File: src/rtl/rwrs_pkg.sv
// Shared types and constants of the read/write request scheduler.
package rwrs_pkg;

  localparam int unsigned BlockBits  = 64;
  localparam int unsigned ElemBits   = 16;
  localparam int unsigned DataW      = 64;
  localparam int unsigned LevelW     = 7;
  localparam int unsigned CfgIndexW  = 2;
  localparam int unsigned FifoDepth  = 2;

  localparam int unsigned UsedBits = (BlockBits / ElemBits) * ElemBits;
  localparam logic [DataW-1:0] BlockMask =
    (UsedBits >= DataW) ? {DataW{1'b1}} : ((DataW'(1) << UsedBits) - DataW'(1));

  localparam logic [LevelW-1:0] ThresholdReset = LevelW'(16);

  typedef enum logic [CfgIndexW-1:0] {
    CfgReadThreshold  = 2'd0,
    CfgWriteThreshold = 2'd1
  } cfg_index_e;

  typedef enum logic [1:0] {
    StWait   = 2'd0,
    StReadA  = 2'd1,
    StReadB  = 2'd2,
    StWriteC = 2'd3
  } mover_state_e;

  typedef enum logic [2:0] {
    ActIdle   = 3'd0,
    ActPushA  = 3'd1,
    ActPushB  = 3'd2,
    ActReadA  = 3'd3,
    ActReadB  = 3'd4,
    ActWriteC = 3'd5,
    ActEnd    = 3'd6
  } action_e;

  typedef struct packed {
    action_e          action;
    logic [DataW-1:0] payload;
    logic             has_end;
  } tick_res_t;

  typedef struct packed {
    logic full;
    logic empty;
  } fifo_status_t;

endpackage

File: src/rtl/read_write_request_scheduler_core.sv
// Top level of the read/write request scheduler.
//
//  channel | direction | handshake             | payload
//  --------+-----------+-----------------------+----------------------------------------
//  cfg     | in        | cfg_valid_i/ready_o   | cfg_index_i, cfg_data_i
//  in      | in        | in_valid_i/ready_o    | resp_*, accel_finish_i, level_*, c_block_i
//  out     | out       | out_valid_o/ready_i   | action_o, payload_o, end_of_run_o
//
// One tick transaction is accepted per cycle while the result queue has room.
// An accepted tick writes its first result into the result queue; the final tick also
// yields the end notice one output transaction later.
// Once halted, ticks are still accepted and dropped. Config writes complete at once.
// Reset returns the mover to waiting and both thresholds to 16.
module read_write_request_scheduler_core #(
  parameter int unsigned FIFO_DEPTH = rwrs_pkg::FifoDepth
) (
  input  logic                           clk_i,
  input  logic                           rst_ni,
  input  logic                           cfg_valid_i,
  output logic                           cfg_ready_o,
  input  logic [rwrs_pkg::CfgIndexW-1:0] cfg_index_i,
  input  logic [rwrs_pkg::LevelW-1:0]    cfg_data_i,
  input  logic                           in_valid_i,
  output logic                           in_ready_o,
  input  logic                           resp_valid_i,
  input  logic                           resp_queue_i,
  input  logic                           resp_last_i,
  input  logic [rwrs_pkg::DataW-1:0]     resp_block_i,
  input  logic                           accel_finish_i,
  input  logic [rwrs_pkg::LevelW-1:0]    level_a_i,
  input  logic [rwrs_pkg::LevelW-1:0]    level_b_i,
  input  logic [rwrs_pkg::LevelW-1:0]    level_c_i,
  input  logic [rwrs_pkg::DataW-1:0]     c_block_i,
  output logic                           out_valid_o,
  input  logic                           out_ready_i,
  output logic [2:0]                     action_o,
  output logic [rwrs_pkg::DataW-1:0]     payload_o,
  output logic                           end_of_run_o
);
  import rwrs_pkg::*;

  logic         push, pop;
  tick_res_t    push_data, head;
  fifo_status_t fifo_status;

  rwrs_front u_front (
    .clk_i          (clk_i),
    .rst_ni         (rst_ni),
    .cfg_valid_i    (cfg_valid_i),
    .cfg_ready_o    (cfg_ready_o),
    .cfg_index_i    (cfg_index_i),
    .cfg_data_i     (cfg_data_i),
    .in_valid_i     (in_valid_i),
    .in_ready_o     (in_ready_o),
    .resp_valid_i   (resp_valid_i),
    .resp_queue_i   (resp_queue_i),
    .resp_last_i    (resp_last_i),
    .resp_block_i   (resp_block_i),
    .accel_finish_i (accel_finish_i),
    .level_a_i      (level_a_i),
    .level_b_i      (level_b_i),
    .level_c_i      (level_c_i),
    .c_block_i      (c_block_i),
    .fifo_status_i  (fifo_status),
    .push_o         (push),
    .push_data_o    (push_data)
  );

  rwrs_fifo #(
    .DEPTH (FIFO_DEPTH)
  ) u_fifo (
    .clk_i       (clk_i),
    .rst_ni      (rst_ni),
    .push_i      (push),
    .push_data_i (push_data),
    .pop_i       (pop),
    .head_o      (head),
    .status_o    (fifo_status)
  );

  rwrs_back u_back (
    .clk_i         (clk_i),
    .rst_ni        (rst_ni),
    .head_i        (head),
    .fifo_status_i (fifo_status),
    .pop_o         (pop),
    .out_valid_o   (out_valid_o),
    .out_ready_i   (out_ready_i),
    .action_o      (action_o),
    .payload_o     (payload_o),
    .end_of_run_o  (end_of_run_o)
  );

endmodule

File: src/rtl/rwrs_front.sv
// Front end: accepts ticks, runs the mover state machine and classifies results.
module rwrs_front (
  input  logic                         clk_i,
  input  logic                         rst_ni,
  input  logic                         cfg_valid_i,
  output logic                         cfg_ready_o,
  input  logic [rwrs_pkg::CfgIndexW-1:0] cfg_index_i,
  input  logic [rwrs_pkg::LevelW-1:0]  cfg_data_i,
  input  logic                         in_valid_i,
  output logic                         in_ready_o,
  input  logic                         resp_valid_i,
  input  logic                         resp_queue_i,
  input  logic                         resp_last_i,
  input  logic [rwrs_pkg::DataW-1:0]   resp_block_i,
  input  logic                         accel_finish_i,
  input  logic [rwrs_pkg::LevelW-1:0]  level_a_i,
  input  logic [rwrs_pkg::LevelW-1:0]  level_b_i,
  input  logic [rwrs_pkg::LevelW-1:0]  level_c_i,
  input  logic [rwrs_pkg::DataW-1:0]   c_block_i,
  input  rwrs_pkg::fifo_status_t       fifo_status_i,
  output logic                         push_o,
  output rwrs_pkg::tick_res_t          push_data_o
);
  import rwrs_pkg::*;

  mover_state_e     state_q, state_d;
  logic [1:0]       pend_q, pend_d;
  logic [1:0]       done_q, done_d;
  logic             fin_q, fin_d;
  logic             halt_q, halt_d;
  logic [LevelW-1:0] rd_thr_q, wr_thr_q;
  logic             want_a, want_b, want_c;
  logic             take;
  tick_res_t        res;

  assign cfg_ready_o = 1'b1;
  assign in_ready_o  = halt_q || !fifo_status_i.full;
  assign take        = in_valid_i && in_ready_o;
  assign push_o      = take && !halt_q;
  assign push_data_o = res;

  always_ff @(posedge clk_i or negedge rst_ni) begin
    if (!rst_ni) begin
      rd_thr_q <= ThresholdReset;
      wr_thr_q <= ThresholdReset;
    end else if (cfg_valid_i) begin
      unique case (cfg_index_i)
        CfgReadThreshold:  rd_thr_q <= cfg_data_i;
        CfgWriteThreshold: wr_thr_q <= cfg_data_i;
        default: ;
      endcase
    end
  end

  always_ff @(posedge clk_i or negedge rst_ni) begin
    if (!rst_ni) begin
      state_q <= StWait;
      pend_q  <= 2'b00;
      done_q  <= 2'b00;
      fin_q   <= 1'b0;
      halt_q  <= 1'b0;
    end else if (take && !halt_q) begin
      state_q <= state_d;
      pend_q  <= pend_d;
      done_q  <= done_d;
      fin_q   <= fin_d;
      halt_q  <= halt_d;
    end
  end

  always_comb begin
    state_d     = state_q;
    pend_d      = pend_q;
    done_d      = done_q;
    fin_d       = fin_q;
    res.action  = ActIdle;
    res.payload = '0;

    unique case (state_q)
      StWait: begin
        if (resp_valid_i) begin
          res.action  = resp_queue_i ? ActPushB : ActPushA;
          res.payload = resp_block_i & BlockMask;
          if (resp_last_i) begin
            done_d[resp_queue_i] = 1'b1;
          end
          pend_d[resp_queue_i] = 1'b0;
        end else if (accel_finish_i) begin
          fin_d = 1'b1;
        end
      end
      StReadA: begin
        res.action  = ActReadA;
        res.payload = DataW'(BlockBits);
        pend_d[0]   = 1'b1;
      end
      StReadB: begin
        res.action  = ActReadB;
        res.payload = DataW'(BlockBits);
        pend_d[1]   = 1'b1;
      end
      StWriteC: begin
        res.action  = ActWriteC;
        res.payload = c_block_i & BlockMask;
      end
      default: ;
    endcase

    want_a = (level_a_i < rd_thr_q) && !done_d[0] && !pend_d[0];
    want_b = (level_b_i < rd_thr_q) && !done_d[1] && !pend_d[1];
    want_c = (level_c_i != '0) && ((level_c_i > wr_thr_q) || (done_d[0] && done_d[1]));

    unique case (state_q)
      StWait: begin
        if (want_a)      state_d = StReadA;
        else if (want_b) state_d = StReadB;
        else if (want_c) state_d = StWriteC;
        else             state_d = StWait;
      end
      StReadA: begin
        if (want_b)      state_d = StReadB;
        else if (want_c) state_d = StWriteC;
        else             state_d = StWait;
      end
      StReadB: begin
        if (want_c)      state_d = StWriteC;
        else if (want_a) state_d = StReadA;
        else             state_d = StWait;
      end
      StWriteC: begin
        if (want_a)      state_d = StReadA;
        else if (want_b) state_d = StReadB;
        else             state_d = StWait;
      end
      default: state_d = StWait;
    endcase

    res.has_end = fin_d && (level_c_i == '0);
    halt_d      = halt_q || res.has_end;
  end

endmodule

File: src/rtl/rwrs_fifo.sv
// Short result queue between the front and back ends.
module rwrs_fifo #(
  parameter int unsigned DEPTH = rwrs_pkg::FifoDepth
) (
  input  logic                   clk_i,
  input  logic                   rst_ni,
  input  logic                   push_i,
  input  rwrs_pkg::tick_res_t    push_data_i,
  input  logic                   pop_i,
  output rwrs_pkg::tick_res_t    head_o,
  output rwrs_pkg::fifo_status_t status_o
);
  import rwrs_pkg::*;

  localparam int unsigned PtrW = (DEPTH > 1) ? $clog2(DEPTH) : 1;
  localparam int unsigned CntW = $clog2(DEPTH + 1);
  localparam logic [PtrW-1:0] LastPtr = PtrW'(DEPTH - 1);
  localparam logic [CntW-1:0] FullCnt = CntW'(DEPTH);

  tick_res_t       mem_q [DEPTH];
  logic [PtrW-1:0] wr_ptr_q, rd_ptr_q;
  logic [CntW-1:0] cnt_q;
  logic            do_push, do_pop;

  assign status_o.full  = (cnt_q == FullCnt);
  assign status_o.empty = (cnt_q == '0);
  assign do_push = push_i && !status_o.full;
  assign do_pop  = pop_i && !status_o.empty;
  assign head_o  = mem_q[rd_ptr_q];

  always_ff @(posedge clk_i) begin
    if (do_push) begin
      mem_q[wr_ptr_q] <= push_data_i;
    end
  end

  always_ff @(posedge clk_i or negedge rst_ni) begin
    if (!rst_ni) begin
      wr_ptr_q <= '0;
      rd_ptr_q <= '0;
      cnt_q    <= '0;
    end else begin
      if (do_push) begin
        wr_ptr_q <= (wr_ptr_q == LastPtr) ? '0 : wr_ptr_q + PtrW'(1);
      end
      if (do_pop) begin
        rd_ptr_q <= (rd_ptr_q == LastPtr) ? '0 : rd_ptr_q + PtrW'(1);
      end
      if (do_push && !do_pop) begin
        cnt_q <= cnt_q + CntW'(1);
      end else if (do_pop && !do_push) begin
        cnt_q <= cnt_q - CntW'(1);
      end
    end
  end

endmodule

File: src/rtl/rwrs_back.sv
// Back end: drains queued tick results and appends the end notice.
module rwrs_back (
  input  logic                       clk_i,
  input  logic                       rst_ni,
  input  rwrs_pkg::tick_res_t        head_i,
  input  rwrs_pkg::fifo_status_t     fifo_status_i,
  output logic                       pop_o,
  output logic                       out_valid_o,
  input  logic                       out_ready_i,
  output logic [2:0]                 action_o,
  output logic [rwrs_pkg::DataW-1:0] payload_o,
  output logic                       end_of_run_o
);
  import rwrs_pkg::*;

  logic phase_q, phase_d;
  logic take;

  assign out_valid_o  = !fifo_status_i.empty;
  assign take         = out_valid_o && out_ready_i;
  assign action_o     = phase_q ? ActEnd : head_i.action;
  assign payload_o    = phase_q ? '0 : head_i.payload;
  assign end_of_run_o = phase_q || !head_i.has_end;
  assign pop_o        = take && end_of_run_o;

  always_comb begin
    phase_d = phase_q;
    if (take) begin
      phase_d = !phase_q && head_i.has_end;
    end
  end

  always_ff @(posedge clk_i or negedge rst_ni) begin
    if (!rst_ni) begin
      phase_q <= 1'b0;
    end else begin
      phase_q <= phase_d;
    end
  end

endmodule

File: config.mk
export PLATFORM = sky130hd
export DESIGN_NAME = read_write_request_scheduler_core
export DESIGN_NICKNAME = d
export VERILOG_FILES = /design/src/rtl/rwrs_pkg.sv /design/src/rtl/read_write_request_scheduler_core.sv /design/src/rtl/rwrs_front.sv /design/src/rtl/rwrs_fifo.sv /design/src/rtl/rwrs_back.sv
export SDC_FILE = /design/constraint.sdc
export NUM_CORES = 1
export LEC_CHECK = 0
export BUFFER_PORTS_ARGS = -buffer_cell sky130_fd_sc_hd__buf_2
export CAP_MARGIN = 15
export CELL_PAD_IN_SITES_DETAIL_PLACEMENT = 0
export CELL_PAD_IN_SITES_GLOBAL_PLACEMENT = 1
export CORE_MARGIN = 3
export CORE_UTILIZATION = 37
export DETAILED_ROUTE_END_ITERATION = 7
export HOLD_SLACK_MARGIN = 0.1
export PLACE_DENSITY = 0.73
export SYNTH_ARGS = -nofsm -noshare
export SYNTH_HDL_FRONTEND = slang
export SYNTH_SLANG_ARGS = --single-unit
File: constraint.sdc
create_clock -name clk_i -period 4.45 [get_ports clk_i]
set_input_delay 0.6675 -clock clk_i [delete_from_list [all_inputs] [get_ports clk_i]]
set_output_delay 0.6675 -clock clk_i [all_outputs]
set_load 0.03 [all_outputs]
**Word-level counts from Yosys, hierarchy flattened**

Memory sizes are Yosys's and may differ from the RTL's.
Index checks and enable logic that the tools add are counted.

- Order comparisons: 5
- Div/mod/pow operators: 0
- Reduce and logical (&&, ||, !) cells: 40
- Shifts and indexed selects: 0
- Multiplexer cells: 30
- Multipliers: 0
- Add/subtract/negate cells: 4
- Eq/ne operators: 5
- Bitwise gates (word level): 3

Operator list:

| operator | count |
|---|---|
| $pmux 67 s4 | 1 |
| $mux 67 | 1 |
| $mux 64 | 1 |
| $mux 2 | 13 |
| $logic_and 1x1->1 | 17 |
| $lt 7x7->1 | 2 |
| $logic_not 1->1 | 11 |
| $mux 1 | 9 |
| $pmux 2 s4 | 1 |
| $gt 7x7->1 | 1 |
| $logic_not 7->1 | 1 |
| $reduce_bool 7->1 | 1 |
| $eq 2x2->1 const B | 3 |
| $logic_not 2->1 | 3 |
| $eq 2x1->1 const B | 2 |
| $logic_or 1x1->1 | 4 |
| $pmux 1 s2 | 2 |
| $reduce_and 2->1 | 2 |
| $mux 3 | 1 |
| $add 1x1->1 const B | 2 |
| $add 2x1->2 const B | 1 |
| $and 2x2->2 | 1 |
| $lt 1x2->1 const B | 1 |
| $not 2->2 | 1 |
| 5 further kinds | 5 |

- Input port bits: 167
- Word-level logic and storage cells: 99
- Memories kept: 1
- ROM bits: 0
- Bits in latches: 0
- RAM bits: 136
- Register bits after elaboration: 27
- Output and inout port bits: 71

Memory list:

| memory | words | width | read ports | clocked after Yosys merged registers in | write ports | RTL line | source |
|---|---|---|---|---|---|---|---|
| u_fifo.mem_q | 2 | 68 | 1 | 0 | 1 | rwrs_fifo.sv:20 | `tick_res_t mem_q [DEPTH];` |

**Logic depth before layout (Yosys ltp)**

- Depth after elaboration: 15
- Mapped depth: 9

**Hierarchy**

From an unflattened synthesis, not the netlist that was laid out.

- Cells, all modules: 552
- Area, all modules: 7865.0 um2

Modules (own cells, without submodules):

| module | cells an instance | area each (um2) | times used | seq. area each (um2) |
|---|---|---|---|---|
| rwrs_fifo | 231 | 5146.2 | 1 | 4184.0 |
| rwrs_front | 240 | 2190.9 | 1 | 553.0 |
| rwrs_back | 81 | 528.0 | 1 | 25.0 |

**Worst setup path before layout**

No wires, ideal clock.

- Path kind: input to register
- Start point: input in_valid_i
- End point: memory u_fifo.mem_q[0][0] in the netlist's numbering, enable pin
- Arrival: 3.945 ns
- Setup time: 0.494 ns
- Cell stages on the path: 4
- Setup slack: 0.011 ns
- Required time: 3.956 ns
- Path through: o21ai_1 or2_1 clkbuf_2 nor2_1

- Word-level cells in the longest chain between the ends: 5

Ends and longest elaborated chain:

| what | RTL line | source |
|---|---|---|
| start, declared | read_write_request_scheduler_core.sv:23 | `input logic in_valid_i,` |
| $logic_and 1x1->1 | rwrs_front.sv:38 | `assign take = in_valid_i && in_ready_o;` |
| $logic_and 1x1->1 | rwrs_front.sv:39 | `assign push_o = take && !halt_q;` |
| $logic_and 1x1->1 | rwrs_fifo.sv:27 | `assign do_push = push_i && !status_o.full;` |
| $mux 1 | rwrs_fifo.sv:32 | `if (do_push) begin` |
| $mux 1 (implied by the code) | rwrs_fifo.sv:33 | `mem_q[wr_ptr_q] <= push_data_i;` |
| end, declared | rwrs_fifo.sv:20 |  |

Every way passes these cells.

**Final worst setup path**

- Start point: register u_fifo.rd_ptr_q
- End point: output payload_o[25] in the netlist's numbering

- Word-level cells in the longest chain between the ends: 2

Ends and longest elaborated chain:

| what | RTL line | source |
|---|---|---|
| start, declared | rwrs_fifo.sv:21 | `logic [PtrW-1:0] wr_ptr_q, rd_ptr_q;` |
| start signal, assigned | rwrs_fifo.sv:47 | `rd_ptr_q <= (rd_ptr_q == LastPtr) ? '0 : rd_ptr_q + PtrW'(1);` |
| $mem_v2 2x68 | n/a |  |
| $mux 64 | rwrs_back.sv:22 | `assign payload_o = phase_q ? '0 : head_i.payload;` |
| end, declared | read_write_request_scheduler_core.sv:37 | `output logic [rwrs_pkg::DataW-1:0] payload_o,` |

Every way passes these cells.

==> results.json <==
{
  "vias": 5162,
  "place_hpwl_um": 13200,
  "critPathKind": "flip-flop to output pin",
  "grt_overflow_total": 0,
  "end_kind": "output pin",
  "grt_pass1_vias": 5254,
  "yosysTopAreaCellShare_pct": 54.4,
  "die_w_um": 148,
  "track_usage_pct": 15.9,
  "grt_max_degree": 69,
  "grt_pass1_wl_um": 27600,
  "regArea_sq_mm": 0.00477,
  "placement.io_buffers": 236,
  "ios": 238,
  "rr_endpoint": "u_fifo.mem_q[0][39]",
  "ys_seq_area_share_pct": 63.4,
  "insertion_delay_ns": 0.42,
  "ys.flop_type": "edfxtp_1",
  "cts_max_level": 4,
  "clk_path_buf_depth": 2,
  "rsz0062_at_grt": "false",
  "layout.nets": 959,
  "min_period_ns": 3.09,
  "multi_input_area_sq_mm": 0.00250,
  "critPathLaunchType": "flip-flop",
  "reg2reg_from": "u_fifo.cnt_q[1]",
  "relSlewSlack_pct": 33.9,
  "status": "finished, final reports clean",
  "avgRoutedWirePerCell_um": 17.1,
  "leakage_uw": 0.00416,
  "n_fill_cell": 1784,
  "die_area_sq_mm": 0.0220,
  "ys_types": 56,
  "postSynth.asyncResetShare_pct": 16.6,
  "max_freq_ghz": 0.324,
  "netlist_top_cells_area": "edfxtp_1, mux2i_1, dfrtp_1",
  "synth_seq_cells": 163,
  "synth_cells": 548,
  "hp-class": "input port to asynchronous set/reset pin",
  "critical_path_arrival_ns": 2.42,
  "worst_slew_pin_slew_ns": 0.987,
  "cts_root_buffer": "clkbuf_16",
  "yosysTopAreaCell": "edfxtp_1",
  "power_uw": 6840,
  "finalSetupViolations": 0,
  "drt-vias-per-instance": 4.92,
  "rows": 51,
  "skew_ns": 0.00754,
  "tns_ns": 0,
  "peakVddDrop_v": 0.000312,
  "synth_area_sq_mm": 0.00751,
  "post-cts-setup-buffers": 0,
  "cts.sinks": 163,
  "gp_congestion": 0.757,
  "final_cell_mix": "buf_2, edfxtp_1, nor2_1",
  "final_cells": 1049,
  "routed_wl_um": 17900,
  "cp_max_fo": 49,
  "syn-num-nets": 735,
  "reg2reg_slack_ns": 2.02,
  "postLayoutCoreUtil_pct": 48.3,
  "postCtsHoldBufs": 0,
  "syn_avg_cell_area_sq_um": 13.7,
  "start_util_pct": 38.1,
  "maxSlewViolCount": 0,
  "die_y_um": 148,
  "crit_required_ns": 3.78,
  "drcViolationCount": 0,
  "place_inst": 1017,
  "cts_tree": "done",
  "drive_gt1_share_pct": 38.1,
  "timing.final.crit_share_pct": 69.4,
  "core_sq_mm": 0.0197,
  "drtPass1Iterations": 4,
  "yosysWarnings": 0,
  "postRouteAntennaNets": 0,
  "final_common_cell": "buf_2",
  "syn_to_final_growth_pct": 26.8,
  "r2r_cells": 5,
  "n_antenna_cell": 0,
  "maxCapViolations": 0,
  "synth-edff-count": 136,
  "antenna_found_initial": 0,
  "pwr_density_cell_mw_per_mm2": 718,
  "ctsResizeCount": 0,
  "path_clk_slew_ns": 0.06,
  "finalHoldViolCount": 0,
  "cts_made_buffers": 17,
  "drtIter0Drc": 216
}
==> logic make-up (layout without fill, tap and decap cells) <==
| group | Yosys count | after routing | synth area share, % |
|---|---|---|---|
| AOI/OAI and AO/OA | 112 | 112 | 11.8 |
| xor gates and xnor gates | 5 | 5 | 0.583 |
| adders and majority gates | 20 | 20 | 3.33 |
| buffers and inverters | 57 | 293 | 3.43 |
| DFF | 163 | 163 | 63.4 |
| muxes | 75 | 75 | 10.1 |
| other | 1 | 1 | 0.0499 |
| and+or+nand+nor | 115 | 115 | 7.23 |
==> cells in the mapped netlist (2+ instances only) <==
library cell    n
a211o_1         3
a211oi_1        5
a21o_1          3
a21oi_1         7
a22o_1         64
a31oi_1         3
and2_1          2
buf_1           4
buf_2          10
buf_4           2
buf_6           3
clkbuf_1       18
dfrtp_1        25
dfstp_2         2
edfxtp_1      136
ha_1           20
inv_1          18
mux2_2          8
mux2i_1        66
nand2_1        12
nand2b_1        3
nand3_1         5
nand3b_1        2
nor2_1         73
nor2b_1         3
nor3b_1         2
o21ai_0        13
o21bai_1        4
or3_1           2
xnor2_1         4
==> registers in the layout (all words and copies together) (netlist names) <==
register / cells
u_back.phase_q: 1
u_fifo.mem_q: 136
u_front.rd_thr_q: 7
u_front.fin_q: 1
u_front.halt_q: 1
u_fifo.rd_ptr_q: 1
u_front.pend_q: 2
u_front.wr_thr_q: 7
u_fifo.cnt_q: 2
u_fifo.wr_ptr_q: 1
u_front.state_q: 2
u_front.done_q: 2
==> per-layer routing <==
layer	part of all wire (%)	GRT usage (%)	vias up
li1	-	-	2510
met1	43	19.6	2467
met2	50	27.7	174
met3	6.3	4.20	11
met4	0.90	4.57	0
met5	0	0	-
==> how the worst max path moves through the flow <==
| stage | cells past startpoint | slack [ns] | start | to |
|---|---|---|---|---|
| 3_5_place_dp | 5 | 1.65 | in_valid_i | u_fifo.mem_q[0][38] |
| 5_1_grt | 4 | 1.22 | u_fifo.rd_ptr_q | payload_o[25] |
| 2_1_floorplan | 4 | 0.01 | in_valid_i | u_fifo.mem_q[0][0] |
| 3_3_place_gp | 5 | 1.72 | in_valid_i | u_fifo.mem_q[0][37] |
| 4_1_cts | 4 | 1.32 | u_fifo.rd_ptr_q | payload_o[25] |
| 6_report | 4 | 1.36 | u_fifo.rd_ptr_q | payload_o[25] |
==> stage by stage <==
stage,setup WS (ns),hold slack (ns),cell area [sq um]
5_1_grt,1.22,0.316,9520
2_1_floorplan,0.0108,0.372,7510
3_3_place_gp,1.72,0.437,8910
6_report,1.36,0.279,9520
4_1_cts,1.32,0.272,9520
3_5_place_dp,1.65,0.440,8910
==> critical path, cell delays in order, from the launching register on <==
cell     delay, ns
dfrtp_4       0.97
buf_4         0.48
mux2i_1       0.27
nor2_1        0.06
buf_2         0.20
==> layout make-up <==
| type | count | share of cell area [%] |
|---|---|---|
| flip-flops and latches | 163 | 50.1 |
| multi-input cells | 328 | 26.3 |
| clock inverters | 14 | 1.89 |
| clock buffers | 17 | 4.47 |
| repair buffers | 243 | 13.1 |
| well taps | 265 | 3.48 |
| inverters | 19 | 0.749 |
==> power by group <==
group / internal [uW] / switching, uW
sequential: 2290 / 310
combinational: 945 / 1820
clock: 888 / 584
total: 4120 / 2710
Power figures use the tool's default switching activity.
